[config.mk]
export PLATFORM = sky130hd
export DESIGN_NAME = four_level_page_table_walker_flat
export DESIGN_NICKNAME = d
export VERILOG_FILES = /design/src/rtl/flpt_pkg.sv /design/src/rtl/flpt_if.sv /design/src/rtl/four_level_page_table_walker.sv /design/src/rtl/flpt_cfg_regs.sv /design/src/rtl/flpt_step.sv /design/src/flat_wrapper.sv
export VERILOG_INCLUDE_DIRS = /design/src /design/src/rtl
export SDC_FILE = /design/constraint.sdc
export NUM_CORES = 1
export LEC_CHECK = 0
export BUFFER_PORTS_ARGS = -buffer_cell sky130_fd_sc_hd__buf_2
export CAP_MARGIN = 20
export CORE_MARGIN = 5
export CORE_UTILIZATION = 55
export CTS_CLUSTER_SIZE = 28
export DETAILED_ROUTE_END_ITERATION = 6
export GPL_TIMING_DRIVEN = 0
export PLACE_DENSITY = 0.73
export SKIP_CTS_REPAIR_TIMING = 1
export SLEW_MARGIN = 20
export SYNTH_ARGS = -nofsm -noshare
export SYNTH_HDL_FRONTEND = slang
export SYNTH_SLANG_ARGS = --single-unit
[constraint.sdc]
create_clock -name clk_i -period 7.21 [get_ports clk_i]
set_input_delay 1.8025 -clock clk_i [delete_from_list [all_inputs] [get_ports clk_i]]
set_output_delay 1.8025 -clock clk_i [all_outputs]
set_load 0.05 [all_outputs]
[src/rtl/assert_macros.svh]
// Assertion macros shared by the RTL files of the page table walker.
// Every check is sampled on clk_i; the first form is gated off while rst_ni is low.
`ifndef ASSERT_MACROS_SVH
`define ASSERT_MACROS_SVH

// Checked only out of reset.
`define FLPT_ASSERT(lbl, prop, msg) \
  lbl: assert property (@(posedge clk_i) disable iff (!rst_ni) prop) else $error(msg);

// Checked at every edge, reset included.
`define FLPT_ASSERT_ALWAYS(lbl, prop, msg) \
  lbl: assert property (@(posedge clk_i) prop) else $error(msg);

`endif

[src/rtl/flpt_pkg.sv]
// ----------------------------------------------------------------------------
// flpt_pkg
// Types and constants of the four level page table walker.
// ----------------------------------------------------------------------------
package flpt_pkg;

  localparam int unsigned VaddrW    = 48;
  localparam int unsigned PhysW     = 52;
  localparam int unsigned AddrW     = 64;
  localparam int unsigned DataW     = 64;
  localparam int unsigned RemainW   = 40;
  localparam int unsigned IndexW    = 9;
  localparam int unsigned LevelW    = 2;
  localparam int unsigned CfgIdxW   = 1;
  localparam int unsigned FrameLsb  = 12;
  localparam int unsigned FlagValid = 0;
  localparam int unsigned FlagPs    = 7;

  localparam logic [LevelW-1:0] LastLevel = 2'd3;

  typedef enum logic {
    KindXlate = 1'b0,
    KindResp  = 1'b1
  } kind_e;

  typedef enum logic [1:0] {
    RkRead   = 2'd0,
    RkDone   = 2'd1,
    RkFault  = 2'd2,
    RkReject = 2'd3
  } rk_e;

  typedef enum logic [CfgIdxW-1:0] {
    CfgRootTable  = 1'b0,
    CfgWindowBase = 1'b1
  } cfg_idx_e;

  typedef struct packed {
    kind_e             kind;
    logic [VaddrW-1:0] virtual_address;
    logic [DataW-1:0]  read_data;
    logic              read_error;
  } req_t;

  typedef struct packed {
    rk_e                result_kind;
    logic [AddrW-1:0]   read_address;
    logic [PhysW-1:0]   phys_address;
    logic [RemainW-1:0] page_remaining;
  } rsp_t;

  typedef struct packed {
    logic [PhysW-1:0] root_table;
    logic [AddrW-1:0] window_base;
  } cfg_t;

  // Nine index bits of the virtual address for a level (level 0 at bit 39).
  function automatic logic [IndexW-1:0] level_index(logic [VaddrW-1:0] va,
                                                    logic [LevelW-1:0] lvl);
    logic [IndexW-1:0] idx;
    case (lvl)
      2'd0:    idx = va[47:39];
      2'd1:    idx = va[38:30];
      2'd2:    idx = va[29:21];
      default: idx = va[20:12];
    endcase
    return idx;
  endfunction

  // Mask of the page offset bits when the walk ends at a level.
  function automatic logic [PhysW-1:0] page_mask(logic [LevelW-1:0] lvl);
    logic [PhysW-1:0] m;
    case (lvl)
      2'd0:    m = {13'd0, {39{1'b1}}};
      2'd1:    m = {22'd0, {30{1'b1}}};
      2'd2:    m = {31'd0, {21{1'b1}}};
      default: m = {40'd0, {12{1'b1}}};
    endcase
    return m;
  endfunction

endpackage

[src/rtl/flpt_if.sv]
// ----------------------------------------------------------------------------
// flpt_if
// Valid/ready channels of the page table walker: requests, results, config.
// ----------------------------------------------------------------------------
interface flpt_req_if;
  import flpt_pkg::*;

  logic              valid;
  logic              ready;
  logic              kind;
  logic [VaddrW-1:0] virtual_address;
  logic [DataW-1:0]  read_data;
  logic              read_error;

  modport source (output valid, kind, virtual_address, read_data, read_error,
                  input ready);
  modport sink (input valid, kind, virtual_address, read_data, read_error,
                output ready);
endinterface

interface flpt_rsp_if;
  import flpt_pkg::*;

  logic               valid;
  logic               ready;
  logic [1:0]         result_kind;
  logic [AddrW-1:0]   read_address;
  logic [PhysW-1:0]   phys_address;
  logic [RemainW-1:0] page_remaining;

  modport source (output valid, result_kind, read_address, phys_address,
                  page_remaining, input ready);
  modport sink (input valid, result_kind, read_address, phys_address,
                page_remaining, output ready);
endinterface

interface flpt_cfg_if;
  import flpt_pkg::*;

  logic               valid;
  logic               ready;
  logic [CfgIdxW-1:0] index;
  logic [DataW-1:0]   data;

  modport source (output valid, index, data, input ready);
  modport sink (input valid, index, data, output ready);
endinterface

[src/rtl/four_level_page_table_walker.sv]
// Four level page table walker.
// req_i carries translate requests (kind 0, virtual_address) and memory read
// responses (kind 1, read_data, read_error). rsp_o gives one result per
// request: a read request with the entry address, a finished translation
// with the physical address and bytes left in the page, a fault, or a reject.
// cfg_i writes root_table (index 0) and window_base (index 1); it is always
// ready. The user must write it only while no request is in flight; the block
// does not enforce this. A request is held in an input register, evaluated
// against the walk state, and its result lands in an output register that
// drives rsp_o.valid; that move waits while a stalled result is held there.
// Throughput is one request per cycle while rsp_o is not stalled, set by that
// single evaluation step; the walk state is updated as each request moves to
// the output register, so back to back requests see each other's effect.
// When rsp_o is stalled the input register keeps one more request and then
// req_i.ready drops. Reset clears the walk state, the config registers and
// the valid flags of both pipeline registers; no clearing pass is needed.
// ----------------------------------------------------------------------------
// four_level_page_table_walker
// Top level: input register, walk step, output register and config registers.
// ----------------------------------------------------------------------------
`include "assert_macros.svh"

module four_level_page_table_walker (
  input  logic       clk_i,
  input  logic       rst_ni,
  flpt_req_if.sink   req_i,
  flpt_rsp_if.source rsp_o,
  flpt_cfg_if.sink   cfg_i
);
  import flpt_pkg::*;

  logic in_vld_q, in_vld_d;
  req_t in_q;
  logic out_vld_q, out_vld_d;
  rsp_t out_q;
  rsp_t step_res;
  cfg_t cfg;
  logic adv;
  logic req_fire;

  assign cfg_i.ready = 1'b1;

  flpt_cfg_regs u_cfg (
    .clk_i     (clk_i),
    .rst_ni    (rst_ni),
    .wr_en_i   (cfg_i.valid),
    .wr_idx_i  (cfg_i.index),
    .wr_data_i (cfg_i.data),
    .cfg_o     (cfg)
  );

  assign adv         = in_vld_q && (!out_vld_q || rsp_o.ready);
  assign req_i.ready = !in_vld_q || adv;
  assign req_fire    = req_i.valid && req_i.ready;

  flpt_step u_step (
    .clk_i  (clk_i),
    .rst_ni (rst_ni),
    .fire_i (adv),
    .item_i (in_q),
    .cfg_i  (cfg),
    .res_o  (step_res)
  );

  always_comb begin
    in_vld_d = in_vld_q;
    if (req_i.ready) begin
      in_vld_d = req_i.valid;
    end
    out_vld_d = out_vld_q;
    if (adv) begin
      out_vld_d = 1'b1;
    end else if (rsp_o.ready) begin
      out_vld_d = 1'b0;
    end
  end

  always_ff @(posedge clk_i or negedge rst_ni) begin
    if (!rst_ni) begin
      in_vld_q  <= 1'b0;
      out_vld_q <= 1'b0;
    end else begin
      in_vld_q  <= in_vld_d;
      out_vld_q <= out_vld_d;
    end
  end

  always_ff @(posedge clk_i) begin
    if (req_fire) begin
      in_q.kind            <= kind_e'(req_i.kind);
      in_q.virtual_address <= req_i.virtual_address;
      in_q.read_data       <= req_i.read_data;
      in_q.read_error      <= req_i.read_error;
    end
    if (adv) begin
      out_q <= step_res;
    end
  end

  assign rsp_o.valid          = out_vld_q;
  assign rsp_o.result_kind    = out_q.result_kind;
  assign rsp_o.read_address   = out_q.read_address;
  assign rsp_o.phys_address   = out_q.phys_address;
  assign rsp_o.page_remaining = out_q.page_remaining;

  `FLPT_ASSERT(a_held_when_blocked,
    (in_vld_q && !adv) |=> in_vld_q,
    "pending request dropped while the output was stalled")
  `FLPT_ASSERT(a_result_follows_step,
    adv |=> rsp_o.valid,
    "evaluated request produced no result")
  `FLPT_ASSERT(a_no_overwrite,
    (out_vld_q && !rsp_o.ready) |-> !adv,
    "stalled result overwritten by a new one")

endmodule

[src/rtl/flpt_cfg_regs.sv]
// ----------------------------------------------------------------------------
// flpt_cfg_regs
// Root table and window base registers, written through the config channel.
// ----------------------------------------------------------------------------
module flpt_cfg_regs (
  input  logic                        clk_i,
  input  logic                        rst_ni,
  input  logic                        wr_en_i,
  input  logic [flpt_pkg::CfgIdxW-1:0] wr_idx_i,
  input  logic [flpt_pkg::DataW-1:0]  wr_data_i,
  output flpt_pkg::cfg_t              cfg_o
);
  import flpt_pkg::*;

  cfg_t cfg_q, cfg_d;

  always_comb begin
    cfg_d = cfg_q;
    if (wr_en_i) begin
      case (cfg_idx_e'(wr_idx_i))
        CfgRootTable:  cfg_d.root_table  = wr_data_i[PhysW-1:0];
        CfgWindowBase: cfg_d.window_base = wr_data_i;
        default:       cfg_d = cfg_q;
      endcase
    end
  end

  always_ff @(posedge clk_i or negedge rst_ni) begin
    if (!rst_ni) begin
      cfg_q <= '0;
    end else begin
      cfg_q <= cfg_d;
    end
  end

  assign cfg_o = cfg_q;

endmodule

[src/rtl/flpt_step.sv]
// ----------------------------------------------------------------------------
// flpt_step
// Walk state and the per-item decision: read request, done, fault or reject.
// ----------------------------------------------------------------------------
`include "assert_macros.svh"

module flpt_step (
  input  logic           clk_i,
  input  logic           rst_ni,
  input  logic           fire_i,
  input  flpt_pkg::req_t item_i,
  input  flpt_pkg::cfg_t cfg_i,
  output flpt_pkg::rsp_t res_o
);
  import flpt_pkg::*;

  logic              active_q, active_d;
  logic [LevelW-1:0] level_q, level_d;
  logic [VaddrW-1:0] vaddr_q, vaddr_d;

  logic [LevelW-1:0] next_level;
  logic [PhysW-1:0]  mask;
  logic [PhysW-1:0]  paddr;
  logic [RemainW-1:0] offset;
  logic              entry_ok;
  logic              leaf;

  // Entry address: the frame (bits 51..12) and the index times eight never
  // overlap, so they are merged and only the window base is added.
  function automatic logic [AddrW-1:0] entry_addr(logic [AddrW-1:0] base,
                                                  logic [PhysW-1:0] frame,
                                                  logic [IndexW-1:0] idx);
    logic [AddrW-1:0] off;
    off = {12'd0, frame[PhysW-1:FrameLsb], 12'd0} | {52'd0, idx, 3'd0};
    return base + off;
  endfunction

  assign next_level = level_q + 2'd1;
  assign mask       = page_mask(level_q);
  assign paddr      = (item_i.read_data[PhysW-1:0] & ~mask) | ({4'd0, vaddr_q} & mask);
  assign offset     = paddr[RemainW-1:0] & mask[RemainW-1:0];
  assign entry_ok   = !item_i.read_error && item_i.read_data[FlagValid];
  assign leaf       = item_i.read_data[FlagPs] || (level_q == LastLevel);

  always_comb begin
    active_d = active_q;
    level_d  = level_q;
    vaddr_d  = vaddr_q;
    res_o    = '0;
    if (item_i.kind == KindXlate) begin
      if (active_q) begin
        res_o.result_kind = RkReject;
      end else begin
        active_d           = 1'b1;
        level_d            = '0;
        vaddr_d            = item_i.virtual_address;
        res_o.result_kind  = RkRead;
        res_o.read_address = entry_addr(cfg_i.window_base, cfg_i.root_table,
                                        level_index(item_i.virtual_address, 2'd0));
      end
    end else if (!active_q) begin
      res_o.result_kind = RkReject;
    end else if (!entry_ok) begin
      active_d          = 1'b0;
      res_o.result_kind = RkFault;
    end else if (leaf) begin
      active_d             = 1'b0;
      res_o.result_kind    = RkDone;
      res_o.phys_address   = paddr;
      res_o.page_remaining = (mask[RemainW-1:0] + 40'd1) - offset;
    end else begin
      level_d            = next_level;
      res_o.result_kind  = RkRead;
      res_o.read_address = entry_addr(cfg_i.window_base, item_i.read_data[PhysW-1:0],
                                      level_index(vaddr_q, next_level));
    end
  end

  always_ff @(posedge clk_i or negedge rst_ni) begin
    if (!rst_ni) begin
      active_q <= 1'b0;
      level_q  <= '0;
      vaddr_q  <= '0;
    end else if (fire_i) begin
      active_q <= active_d;
      level_q  <= level_d;
      vaddr_q  <= vaddr_d;
    end
  end

  `FLPT_ASSERT(a_done_has_room,
    (res_o.result_kind == RkDone) |-> (res_o.page_remaining != '0),
    "finished walk with zero bytes remaining")
  `FLPT_ASSERT(a_walk_starts_on_xlate,
    $rose(active_q) |-> $past(fire_i && item_i.kind == KindXlate),
    "walk became active without a translate request")
  `FLPT_ASSERT(a_level_moves_while_active,
    (level_q != $past(level_q)) |-> $past(fire_i) && ($past(active_q) || active_q),
    "walk level changed outside an accepted item of a walk")
  `FLPT_ASSERT_ALWAYS(a_addr_only_on_read,
    (res_o.result_kind != RkRead) |-> (res_o.read_address == '0),
    "read address driven on a result that is not a read request")

endmodule

[src/flat_wrapper.sv]
// flat-port wrapper written by rule: the top's interface ports become plain ports
module four_level_page_table_walker_flat import flpt_pkg::*;
  (clk_i, rst_ni, req_i_valid, req_i_kind, req_i_virtual_address, req_i_read_data, req_i_read_error, req_i_ready, rsp_o_valid, rsp_o_result_kind, rsp_o_read_address, rsp_o_phys_address, rsp_o_page_remaining, rsp_o_ready, cfg_i_valid, cfg_i_index, cfg_i_data, cfg_i_ready);
  flpt_req_if req_i_i ();
  flpt_rsp_if rsp_o_i ();
  flpt_cfg_if cfg_i_i ();
  input  logic clk_i;
  input  logic rst_ni;
  input wire logic [$bits(req_i_i.valid)-1:0] req_i_valid;
  input wire logic [$bits(req_i_i.kind)-1:0] req_i_kind;
  input wire logic [$bits(req_i_i.virtual_address)-1:0] req_i_virtual_address;
  input wire logic [$bits(req_i_i.read_data)-1:0] req_i_read_data;
  input wire logic [$bits(req_i_i.read_error)-1:0] req_i_read_error;
  output wire logic [$bits(req_i_i.ready)-1:0] req_i_ready;
  output wire logic [$bits(rsp_o_i.valid)-1:0] rsp_o_valid;
  output wire logic [$bits(rsp_o_i.result_kind)-1:0] rsp_o_result_kind;
  output wire logic [$bits(rsp_o_i.read_address)-1:0] rsp_o_read_address;
  output wire logic [$bits(rsp_o_i.phys_address)-1:0] rsp_o_phys_address;
  output wire logic [$bits(rsp_o_i.page_remaining)-1:0] rsp_o_page_remaining;
  input wire logic [$bits(rsp_o_i.ready)-1:0] rsp_o_ready;
  input wire logic [$bits(cfg_i_i.valid)-1:0] cfg_i_valid;
  input wire logic [$bits(cfg_i_i.index)-1:0] cfg_i_index;
  input wire logic [$bits(cfg_i_i.data)-1:0] cfg_i_data;
  output wire logic [$bits(cfg_i_i.ready)-1:0] cfg_i_ready;
  assign req_i_i.valid = req_i_valid;
  assign req_i_i.kind = req_i_kind;
  assign req_i_i.virtual_address = req_i_virtual_address;
  assign req_i_i.read_data = req_i_read_data;
  assign req_i_i.read_error = req_i_read_error;
  assign req_i_ready = req_i_i.ready;
  assign rsp_o_valid = rsp_o_i.valid;
  assign rsp_o_result_kind = rsp_o_i.result_kind;
  assign rsp_o_read_address = rsp_o_i.read_address;
  assign rsp_o_phys_address = rsp_o_i.phys_address;
  assign rsp_o_page_remaining = rsp_o_i.page_remaining;
  assign rsp_o_i.ready = rsp_o_ready;
  assign cfg_i_i.valid = cfg_i_valid;
  assign cfg_i_i.index = cfg_i_index;
  assign cfg_i_i.data = cfg_i_data;
  assign cfg_i_ready = cfg_i_i.ready;
  four_level_page_table_walker u_core (.clk_i(clk_i), .rst_ni(rst_ni), .req_i(req_i_i), .rsp_o(rsp_o_i), .cfg_i(cfg_i_i));
endmodule
==> key figures, run 1 <==
Logic synthesis
  • Mux cell area share after synthesis: 8.972%
  • Register area share after synthesis: 50.12%
  • Synthesized flop and latch total: 406
  • Synth Instances: 2041
  • Post-Synth XOR/XNOR Area: 4.695%
  • Synth Area in Simple Gates: 10.80%
  • Synth Flop Type: edfxtp_1
  • Main combinational cell family by area after synthesis: compound AO/OA/AOI/OAI gates
  • Library cells used by synthesis: 82
  • Mapped cell area: about 23000 um^2
  • Post-synth EDFFs: 249
  • Async SR Flop Fraction: 38.67%
  • Avg Inst Size Synth: 11.15 um^2
  • Synth Area in Compound Gates: 15.01%
  • Net count after synthesis: 2363
  • Yosys warnings: 0
  • Adder-cell share of the synthesized area: 7.653%

Layout
  • Sequential Area: 11410 um^2
  • Share of cells above drive strength 1: 23.95%
  • Multi-input logic area: 10740 um^2
  • Fillers: about 3200
  • Nets: 2734
  • Area growth, synth to finish: 16.77%

Drt
  • 1st-iter DRT viols: ~1900
  • Vias post-DR: approximately 18000
  • DR DRC count: 0
  • DR pass1 iterations: 7
  • Detail-routed via count per cell: roughly 6
  • Routed WL: 68050 um
  • Routed Antenna Nets: 0
  • Wirelength per Cell: 22.84 um

STA
  • RSZ-0062 raised after global routing: no
  • Min Tclk post-route: 5627 ps
  • Endpoints failing setup: 0
  • Pins Over Slew Limit: 0
  • Slew @ Worst Pin: approximately 1000 ps
  • Relative slew slack: a little under a third
  • Total negative setup slack: 0 ps
  • Final worst-path cycle share: 78.05%
  • Fmax achieved: approximately 180 MHz
  • Final Hold Fails: 0
  • Worst Skew: 20.49 ps

GRT
  • Initial antenna violation count: 1
  • GRT Total Usage: 29.33%
  • Total gr overflow: 0
  • Vias in the first global route: 17900
  • First-pass GRT wire length: around 100000 um
  • Pin count of the biggest net entering global routing: 87

Worst setup path
  • FF-to-FF setup slack: 1580 ps
  • Critical Path Source Type: flip-flop
  • CP Max Fanout: 9
  • Critical Path AT: 5910 ps
  • Setup CP Type: flip-flop to flip-flop
  • Critical Path RT: about 7500 ps
  • Crit end category: flip-flop

Status
  • Status: finished clean

Clocking
  • H-tree depth: 2
  • Worst skew pair latency: 590 ps
  • Sink Count: ~410
  • CTS Buffer Depth: 3
  • Reg clk slew, reported paths: 70 ps
  • Root buffer cell: clkbuf_16
  • CTS Buf Count: 43
  • CTS tree: built

Floorplan
  • Die Area: 45550 um^2
  • Starting density of the core: 55.61%
  • Die width: 213.4 um
  • FP Rows: 74
  • Top-Level Pins: 345
  • Die Y: 213.4 um
  • Core outline area: 40920 um^2

Min path
  • Worst Hold Class: flip-flop to flip-flop

Job
  • Max-Cap Viols: 0

Power and ir drop
  • Worst-case vdd ir drop: about 0.00025 V
  • Pleak: approximately 11 nW
  • Total power: 9.839 mW
  • PwrDens: 370.2 nW/um^2

Placed design
  • Final HPWL DP: 53060 um
  • Placer Congestion: 0.9505
  • Buffers on Ports: 321
-- cell type report --
cell class                      count  share of cell area, %
Clock inverter                     31                  1.083
Sequential cell                   406                  42.92
Inverter                           70                  1.017
Tap cell                          532                  2.505
Clock buffer                       49                  4.209
Timing Repair Buffer              326                  6.498
Buffer                             92                  1.351
Multi-Input combinational cell   1473                  40.41
Antenna cell                        1               0.009417
-- metal layers --
layer,share of wire (%),vias up,track usage (%)
met5,0,-,0
met4,3.2,0,9.561
met3,7.7,129,4.345
met2,47,830,47.67
met1,43,8731,41.11
li1,-,8359,-
-- cell usage after synthesis (all sizes together) (30+ instances only) --
library cell  count  share of area (%)
mux2i            33                1.5
dfrtp           157                 17
nor2            144                2.4
clkbuf           78                1.3
nand4            30               0.82
xnor2            72                2.8
nand3            37               0.81
inv              70                1.2
edfxtp          249                 33
a21oi           156                3.4
xor2             50                1.9
nand2           126                2.1
mux2            152                7.5
o21ai            78                1.7
ha              136                7.5
o22ai            45                1.2
a21o             68                2.2
and2             41                1.1
-- per-stage QoR --
stage	cells	instance area, um^2	utilization (%)	setup WS [ps]	hold WS (ps)
floorplan	2041	22760	-	782.2	455.5
global placement	2894	25030	61.16	-1181	457.0
detailed placement	2899	25170	61.49	1632	465.0
CTS	2979	26570	64.93	1614	471.4
global route	2979	26570	64.93	1241	472.6
finish	2980	26570	64.94	1583	465.6
-- where the power goes --
part | internal, mW | switching (mW) | total, mW
registers | 2.85 | 0.281 | 3.13
clock network | 1.25 | 0.971 | 2.22
logic | 1.76 | 2.74 | 4.50
-- cells in the final DEF (no fill, tap or decap), types with 22 or more instances in the layout --
| cell | count |
|---|---|
| dfrtp_1 | 157 |
| xor2_1 | 50 |
| a21o_1 | 68 |
| nand2b_1 | 22 |
| mux2i_1 | 33 |
| nor2_1 | 144 |
| a21oi_1 | 155 |
| buf_2 | 325 |
| ha_1 | 136 |
| inv_1 | 69 |
| and2_1 | 39 |
| nand3_1 | 37 |
| xnor2_1 | 72 |
| mux2_2 | 152 |
| nand2_1 | 126 |
| clkbuf_16 | 43 |
| o21ai_0 | 65 |
| clkbuf_1 | 82 |
| nand4_1 | 30 |
| a31oi_1 | 26 |
| o22ai_1 | 45 |
| nor2b_1 | 27 |
| nor3_1 | 24 |
| edfxtp_1 | 249 |
-- sequential cells by signal, indices dropped and copies added (netlist names) --
register	cells
u_core.in_vld_q	1
u_core.u_cfg.cfg_o	104
u_core.in_q	92
u_core.u_step.level_q	2
u_core.u_step.vaddr_q	48
u_core.rsp_o.page_remaining	40
u_core.rsp_o.read_address	64
u_core.rsp_o.result_kind	2
u_core.rsp_o.valid	1
u_core.u_step.active_q	1
u_core.rsp_o.phys_address	51
-- kinds of logic after synthesis --
group                    count (synthesis)
multiplexers                           185
AND/OR/NAND/NOR                        505
buffers and inverters                  162
flip-flops                             406
XOR/XNOR                               122
AO/OA/AOI/OAI                          522
adder cells (fa/ha/maj)                138
other                                    1
-- critical path, stage by stage, from the launching register on --
cell and delay (ps):
dfrtp_1 410, clkbuf_1 510, inv_1 230, ha_1 240
clkbuf_1 210, a222oi_1 450, mux2i_1 140, ha_1 240
fa_1 410, nand3_1 130, nand2_1 90, a21oi_1 320
o21ai_0 290, a211oi_1 570, o21bai_1 220, a31oi_1 300
o21ai_0 170, xnor2_1 240, o22ai_1 150
-- worst paths after layout --
path | start | to | depth (start not counted)
worst min-delay path | u_core.in_q[95] | u_core.u_step.vaddr_q[30] | 1
worst max register to register | u_core.u_step.level_q[1] | u_core.rsp_o.read_address[33] | 18
worst min register to register | u_core.in_q[95] | u_core.u_step.vaddr_q[30] | 1
min in group asynchronous | rst_ni | u_core.u_cfg.cfg_o[83] | 1
worst max-delay path | u_core.u_step.level_q[1] | u_core.rsp_o.read_address[33] | 18
max in group asynchronous | rst_ni | u_core.u_cfg.cfg_o[48] | 2
Power figures use the tool's default switching activity.
==> run 2: changes to the inputs <==
- CORE_UTILIZATION: 55 -> 52
- clock period: 7.21 -> 4.6 ns (I/O delays scaled with it)
==> run 2 against run 1 <==
Wire length is essentially flat. Largest power group unchanged. Critical path type unchanged. Fmax grew 24%. Non-clock buffer count grew 4. Largest cell class unchanged. Total power grew 58%.
==> key figures, run 2 (synthesis results as in run 1) <==
Status
  • Status: finished clean

Power and ir drop
  • Total power: 15.53 mW (+58%)
  • Worst-case vdd ir drop: 0.0003828 V (+53%)
  • Pleak: 11.51 nW (+1.5%)
  • PwrDens: 576.5 nW/um^2 (+56%)

Worst setup path
  • Critical Path AT: 4800 ps (-1110 ps)
  • CP Max Fanout: 9 (unchanged)
  • Critical Path RT: 4880 ps (-2610 ps)
  • Crit end category: flip-flop
  • CP startpoint: u_core.u_step.level_q[1]
  • Setup CP Type: flip-flop to flip-flop
  • FF-to-FF setup slack: 80 ps (-1510 ps)
  • Critical Path Source Type: flip-flop
  • Worst path slowest cell: a222oi_1
  • Reg2reg start: u_core.u_step.level_q[1]
  • Crit-path cells: buf_6 -> inv_1 -> ha_2 -> a222oi_1 -> mux2i_1 -> ha_1 -> a211oi_1 -> o21ai_1 -> o211ai_1 -> a211o_1 -> a21oi_1 -> nand2b_1 -> a211o_1 -> a21oi_1 -> xor2_1 -> o22ai_1
  • Critical Path Max Stage Delay: 510 ps (-60 ps)

STA
  • RSZ-0062 raised after global routing: yes
  • Fmax achieved: 221.0 MHz (+24%)
  • Total negative setup slack: 0 ps (unchanged)
  • Slew @ Worst Pin: 994.7 ps (-47.16 ps)
  • Worst Skew: 11.98 ps (-8.511 ps)
  • Min Tclk post-route: 4525 ps (-1102 ps)
  • Hold Slack: 476.2 ps (+10.63 ps)
  • Final worst-path cycle share: 98.37% (+20 points)
  • Endpoints failing setup: 0 (unchanged)
  • Relative slew slack: 33.69% (+3.1 points)
  • Pins Over Slew Limit: 0 (unchanged)
  • Final Hold Fails: 0 (unchanged)

Floorplan
  • Die Y: 219.2 um (+2.7%)
  • Core outline area: 43170 um^2 (+5.5%)
  • FP Rows: 76 (+2.7%)
  • Die Area: 48050 um^2 (+5.5%)
  • Starting density of the core: 52.72% (-2.9 points)
  • Top-Level Pins: 345 (unchanged)
  • Die width: 219.2 um (+2.7%)

Layout
  • Area growth, synth to finish: 18.40%
  • Most frequent cells in the layout: buf_2, edfxtp_1, dfrtp_1
  • Non-filler instance count after layout: 3037 (+1.9%)
  • Most common cell after layout, fill and taps aside: buf_2
  • Share of cells above drive strength 1: 25.13% (+1.2 points)
  • Design area: 26940 um^2 (+1.4%)
  • Nets: 2738 (+0.15%)
  • Max reg flops: 104 (unchanged)

GRT
  • First-pass GRT wire length: 103100 um (+0.15%)
  • GRT Total Usage: 27.86% (-1.5 points)
  • Initial antenna violation count: 1 (unchanged)
  • Vias in the first global route: 17970 (+0.41%)
  • Pin count of the biggest net entering global routing: 81 (-6.9%)
  • Total gr overflow: 0 (unchanged)

Placed design
  • Placer Congestion: 0.9427 (-0.82%)
  • Buffers on Ports: 321 (unchanged)
  • Final HPWL DP: 53350 um (+0.54%)
  • Placed Instances: 2954 (+1.9%)
  • Placed instance area: 25380 um^2 (+0.85%)

Drt
  • 1st-iter DRT viols: 1447 (-25%)
  • Met3 wire len: 5158 um (-1.3%)
  • Vias post-DR: 17990 (-0.31%)
  • Detail-routed via count per cell: 5.925 (-2.2%)
  • Routed Antenna Nets: 0 (unchanged)
  • Top Metal Used: met4
  • Met2 WL: 31240 um (-1.3%)
  • Post-route met1 wirelength: 28640 um (-1.2%)
  • DR pass1 iterations: 7 (unchanged)
  • Routed WL: 68020 um (about the same)
  • DR DRC count: 0 (unchanged)
  • Wirelength per Cell: 22.40 um (-1.9%)

Min path
  • Worst Hold Class: flip-flop to flip-flop
  • Hold path start: u_core.in_q[95]

Clocking
  • Root buffer cell: clkbuf_16
  • CTS tree: built
  • Reg clk slew, reported paths: 60 ps (about the same)
  • Worst skew pair latency: 580 ps (about the same)
  • CTS Buf Count: 43 (unchanged)
  • Sink Count: 406 (unchanged)
  • H-tree depth: 2 (unchanged)
  • CTS Buffer Depth: 3 (unchanged)

Job
  • Max-Cap Viols: 0 (unchanged)
==> run 2: changes by cell type in the layout (fill, tap and decap cells not counted), moves of 3 or more <==
cell and delta:
ha_2 +3, mux2_2 -19, ha_1 -3, buf_12 +3
clkbuf_16 +3, a31oi_1 -3, buf_4 +5, buf_1 -3
o21ai_0 -3, mux2_4 +19
==> run 2: stage by stage <==
| stage | utilization, % | worst slack (ps) |
|---|---|---|
| final | 62.41 | 75.07 |
| after global routing | 62.41 | -23.14 |
| after CTS | 62.01 | -1036 |
| after detailed placement | 58.79 | -976.0 |
| after global placement | 58.42 | -1382 |
| after floorplan | - | -41.56 |
==> run 2: final cells by class <==
class / instances / area [um^2]
Inverter: 70 / 266.5
Clock inverter: 23 / 167.7
Sequential cell: 406 / 11410
Clock buffer: 57 / 1222
Antenna cell: 1 / 2.502
Fill cell: 3576 / 16230
Timing Repair Buffer: 333 / 1797
Buffer: 89 / 390.4
Tap cell: 585 / 732.0
Multi-Input combinational cell: 1473 / 10960
==> run 2: power by group <==
part	switching [mW]	internal [mW]	leakage, nW	total (mW)
registers	0.455	4.46	4.30	4.92
clock network	1.48	1.94	0.695	3.42
logic	4.34	2.85	6.52	7.20
==> run 2: worst paths after layout <==
path	to	cells after the start
worst max register to register	u_core.rsp_o.read_address[44]	16
max in group asynchronous	u_core.u_step.level_q[1]	2
worst min-delay path	u_core.u_step.vaddr_q[30]	1
worst min register to register	u_core.u_step.vaddr_q[30]	1
min in group asynchronous	u_core.u_cfg.cfg_o[86]	1
worst max-delay path	u_core.rsp_o.read_address[44]	16
==> run 2: worst max-delay path, delay by kind of cell, from the launching register on <==
kind | cells | cell delay, ps
buf+inv | 2 | 290
fa+ha+maj | 2 | 530
mux | 1 | 190
simple gates | 1 | 260
xor+xnor | 1 | 250
compound gates | 9 | 2290
flops | 1 | 410
==> run 2: per-layer routing <==
layer	up-vias	GRT usage (%)
li1	8346	-
met1	8784	37.92
met2	719	44.25
met3	144	5.615
met4	0	10.84
met5	-	0
==> run 3: changes to the inputs <==
- ABC_AREA: not set -> 1
- CORE_UTILIZATION: 52 -> 54
- PLACE_DENSITY: 0.73 -> 0.74
==> run 3 against run 2 <==
Worst setup slack improved by 140 ps. Total power rose by 13%. Clock-buffer cell count rose by 3. Die area rose by 14%. Fmax rose by 3.3%. Area after synthesis rose by 19%. Global-route usage rose by 8.6 points. Worst hold slack improved by 6.9 ps. Clock power rose by 7.0%. Flip-flop and latch count did not move. Non-clock buffer count fell by 35. First-iteration DRC count rose by 100%. Critical path type unchanged. Largest cell class is now multi-input combinational cells. Largest power group unchanged.
==> key figures, run 3 <==
Status
  • Status: finished clean

Power and ir drop
  • Pleak: 16.12 nW (+40%)
  • PwrDens: 561.4 nW/um^2 (-2.6%)
  • Worst-case vdd ir drop: 0.0004287 V (+12%)
  • Total power: 17.54 mW (+13%)

Logic synthesis
  • Yosys warnings: 0 (unchanged)
  • Synth Instances: 3725 (+83%)
  • Net count after synthesis: 4047 (+71%)
  • Synth Flop Type: edfxtp_1
  • Post-synth EDFFs: 249 (unchanged)
  • Post-synth top cells: nand2_1, inv_1, nor2_1, edfxtp_1, a21oi_1
  • Async SR Flop Fraction: 38.67% (unchanged)
  • Library cells used by synthesis: 57 (-30%)
  • Register area share after synthesis: 42.06% (-8.1 points)
  • Synthesized flop and latch total: 406 (unchanged)
  • Mapped cell area: 27120 um^2 (+19%)
  • Top cell type's share of synthesized area: 27.57% (-5.3 points)
  • Synth top area cells: edfxtp_1, nand2_1, dfrtp_1, inv_1, ha_1
  • Leading area contributor after synthesis: edfxtp_1
  • Top-count cell post-synth: nand2_1
  • Avg Inst Size Synth: 7.280 um^2 (-35%)

STA
  • Endpoints failing setup: 0 (unchanged)
  • Final worst-path cycle share: 95.23% (-3.1 points)
  • Fmax achieved: 228.3 MHz (+3.3%)
  • Relative slew slack: 25.09% (-8.6 points)
  • Slew @ Worst Pin: 1115 ps (+120.4 ps)
  • Final Hold Fails: 0 (unchanged)
  • Hold Slack: 483.1 ps (+6.870 ps)
  • Pins Over Slew Limit: 0 (unchanged)
  • Worst Skew: 22.33 ps (+10.35 ps)
  • Min Tclk post-route: 4381 ps (-144.4 ps)
  • RSZ-0062 raised after global routing: no

Placed design
  • Buffers on Ports: 321 (unchanged)
  • Final HPWL DP: 84060 um (+58%)
  • Placed Instances: 4725 (+60%)
  • Placer Congestion: 1.055 (+12%)

Drt
  • Routed WL: 103000 um (+51%)
  • Wirelength per Cell: 21.41 um (-4.4%)
  • 1st-iter DRT viols: 2944 (+100%)
  • DR DRC count: 0 (unchanged)
  • Detail-routed via count per cell: 5.475 (-7.6%)
  • DR pass1 iterations: 6 (-1)
  • Routed Antenna Nets: 0 (unchanged)
  • Vias post-DR: 26340 (+46%)

Layout
  • Area growth, synth to finish: 15.20%
  • Share of cells above drive strength 1: 13.40% (-12 points)
  • Most frequent cells in the layout: nand2_1, inv_1, nor2_1
  • Non-filler instance count after layout: 4810 (+58%)
  • Multi-input logic area: 13050 um^2 (+19%)
  • Nets: 4420 (+61%)
  • Sequential Area: 11410 um^2 (about the same)
  • Most common cell after layout, fill and taps aside: nand2_1
  • Max reg flops: 104 (unchanged)
  • Fillers: 4623 (+29%)

Clocking
  • Sink Count: 406 (unchanged)
  • CTS Buf Count: 44 (+2.3%)
  • H-tree depth: 2 (unchanged)
  • Reg clk slew, reported paths: 60 ps (about the same)
  • CTS tree: built
  • Root buffer cell: clkbuf_16
  • Worst skew pair latency: 600 ps (+20 ps)
  • CTS Buffer Depth: 3 (unchanged)

Worst setup path
  • Crit-path cells: inv_1 -> ha_1 -> clkbuf_1 -> clkbuf_1 -> a21oi_1 -> a32oi_1 -> ha_1 -> nand2_1 -> nand2_1 -> a21oi_1 -> nand3_1 -> nand2_1 -> nand2_1 -> o21ai_0 -> o21ai_0
  • Worst path slowest cell: o21ai_0
  • Crit end category: flip-flop
  • Critical Path Source Type: flip-flop
  • FF-to-FF setup slack: 220 ps (+140 ps)
  • Most used cell along the critical path: nand2_1
  • Critical Path Max Stage Delay: 460 ps (-50 ps)
  • Setup CP Type: flip-flop to flip-flop
  • CP Max Fanout: 10 (+1)
  • Critical Path RT: 4910 ps (+30 ps)
  • Critical Path AT: 4690 ps (-110 ps)
  • CP startpoint: u_core.u_step.level_q[0]
  • Reg2reg start: u_core.u_step.level_q[0]

Min path
  • Worst Hold Class: flip-flop to flip-flop
  • Hold path start: u_core.in_q[101]

Floorplan
  • Die width: 234.1 um (+6.8%)
  • Top-Level Pins: 345 (unchanged)
  • Starting density of the core: 54.27% (+1.6 points)
  • Die Area: 54800 um^2 (+14%)
  • Die Y: 234.1 um (+6.8%)
  • Core outline area: 49970 um^2 (+16%)
  • FP Rows: 82 (+7.9%)

GRT
  • Initial antenna violation count: 3 (+2)
  • First-pass GRT wire length: 147600 um (+43%)
  • Vias in the first global route: 23970 (+33%)
  • Total gr overflow: 0 (unchanged)
  • Pin count of the biggest net entering global routing: 90 (+11%)
  • GRT Total Usage: 36.41% (+8.6 points)

Job
  • Max-Cap Viols: 0 (unchanged)
## run 3: changes by cell type after synthesis, sizes merged, moves of 41 or more
| cell | change |
|---|---|
| nand2 | +1113 |
| xnor2 | -64 |
| a21oi | +75 |
| a21o | -65 |
| o21ai | +109 |
| nor2 | +248 |
| nand3 | +163 |
| inv | +561 |
| mux2 | -113 |
| o22ai | -41 |
| xor2 | -49 |
## run 3: logic make-up after synthesis
group | share of synthesized area [%]
buf+inv | 9.818
compound gates | 9.352
other cells | 0.01383
simple gates | 30.13
fa+ha+maj | 6.422
mux | 1.915
flops | 42.06
xor+xnor | 0.2907
## run 3: area by class of cell
class                           instances  area share (%)
Sequential cell                       406           36.51
Multi-Input combinational cell       2624           41.77
Clock inverter                         21          0.7850
Clock buffer                           60           3.949
Inverter                              635           7.674
Timing Repair Buffer                  328           5.695
Tap cell                              672           2.691
Buffer                                 59          0.8811
Antenna cell                            5         0.04005
## run 3: through the flow
stage	util, %	TNS (ps)	area [um^2]	worst slack, ps
after CTS	62.50	0	31230	190.5
after global placement	59.18	-281530	29570	-2431
after detailed placement	59.54	0	29750	230.0
after floorplan	-	-2043	27120	-82.94
final	62.52	0	31240	219.5
after global routing	62.51	0	31230	143.9
## run 3: worst max-delay path, delay by kind of cell, from the launching register on
family                     cells  cell delay (ps)
AOI/OAI and AO/OA              5             1420
buffers and inverters          3              870
and+or+nand+nor                5              830
adders and majority gates      2              530
DFF                            1              430
## run 3: per-layer routing
metal / wire [um] / track usage [%]
met2: 44300 / 55.25
met4: 4909 / 14.52
met1: 43300 / 51.80
met3: 10490 / 6.986
met5: 0 / 0
## run 3: report_power, final
| part | switching, mW | internal (mW) | total, mW |
|---|---|---|---|
| Combinational | 6.25 | 2.46 | 8.71 |
| Clock | 1.54 | 2.13 | 3.66 |
| Sequential | 0.572 | 4.59 | 5.16 |
## run 3: final timing paths
kind	cells after the start	to
worst max register to register	15	u_core.rsp_o.read_address[29]
worst max-delay path	15	u_core.rsp_o.read_address[29]
worst min-delay path	1	u_core.u_step.vaddr_q[36]
min in group asynchronous	1	u_core.u_cfg.cfg_o[50]
worst min register to register	1	u_core.u_step.vaddr_q[36]
max in group asynchronous	2	u_core.u_step.vaddr_q[17]
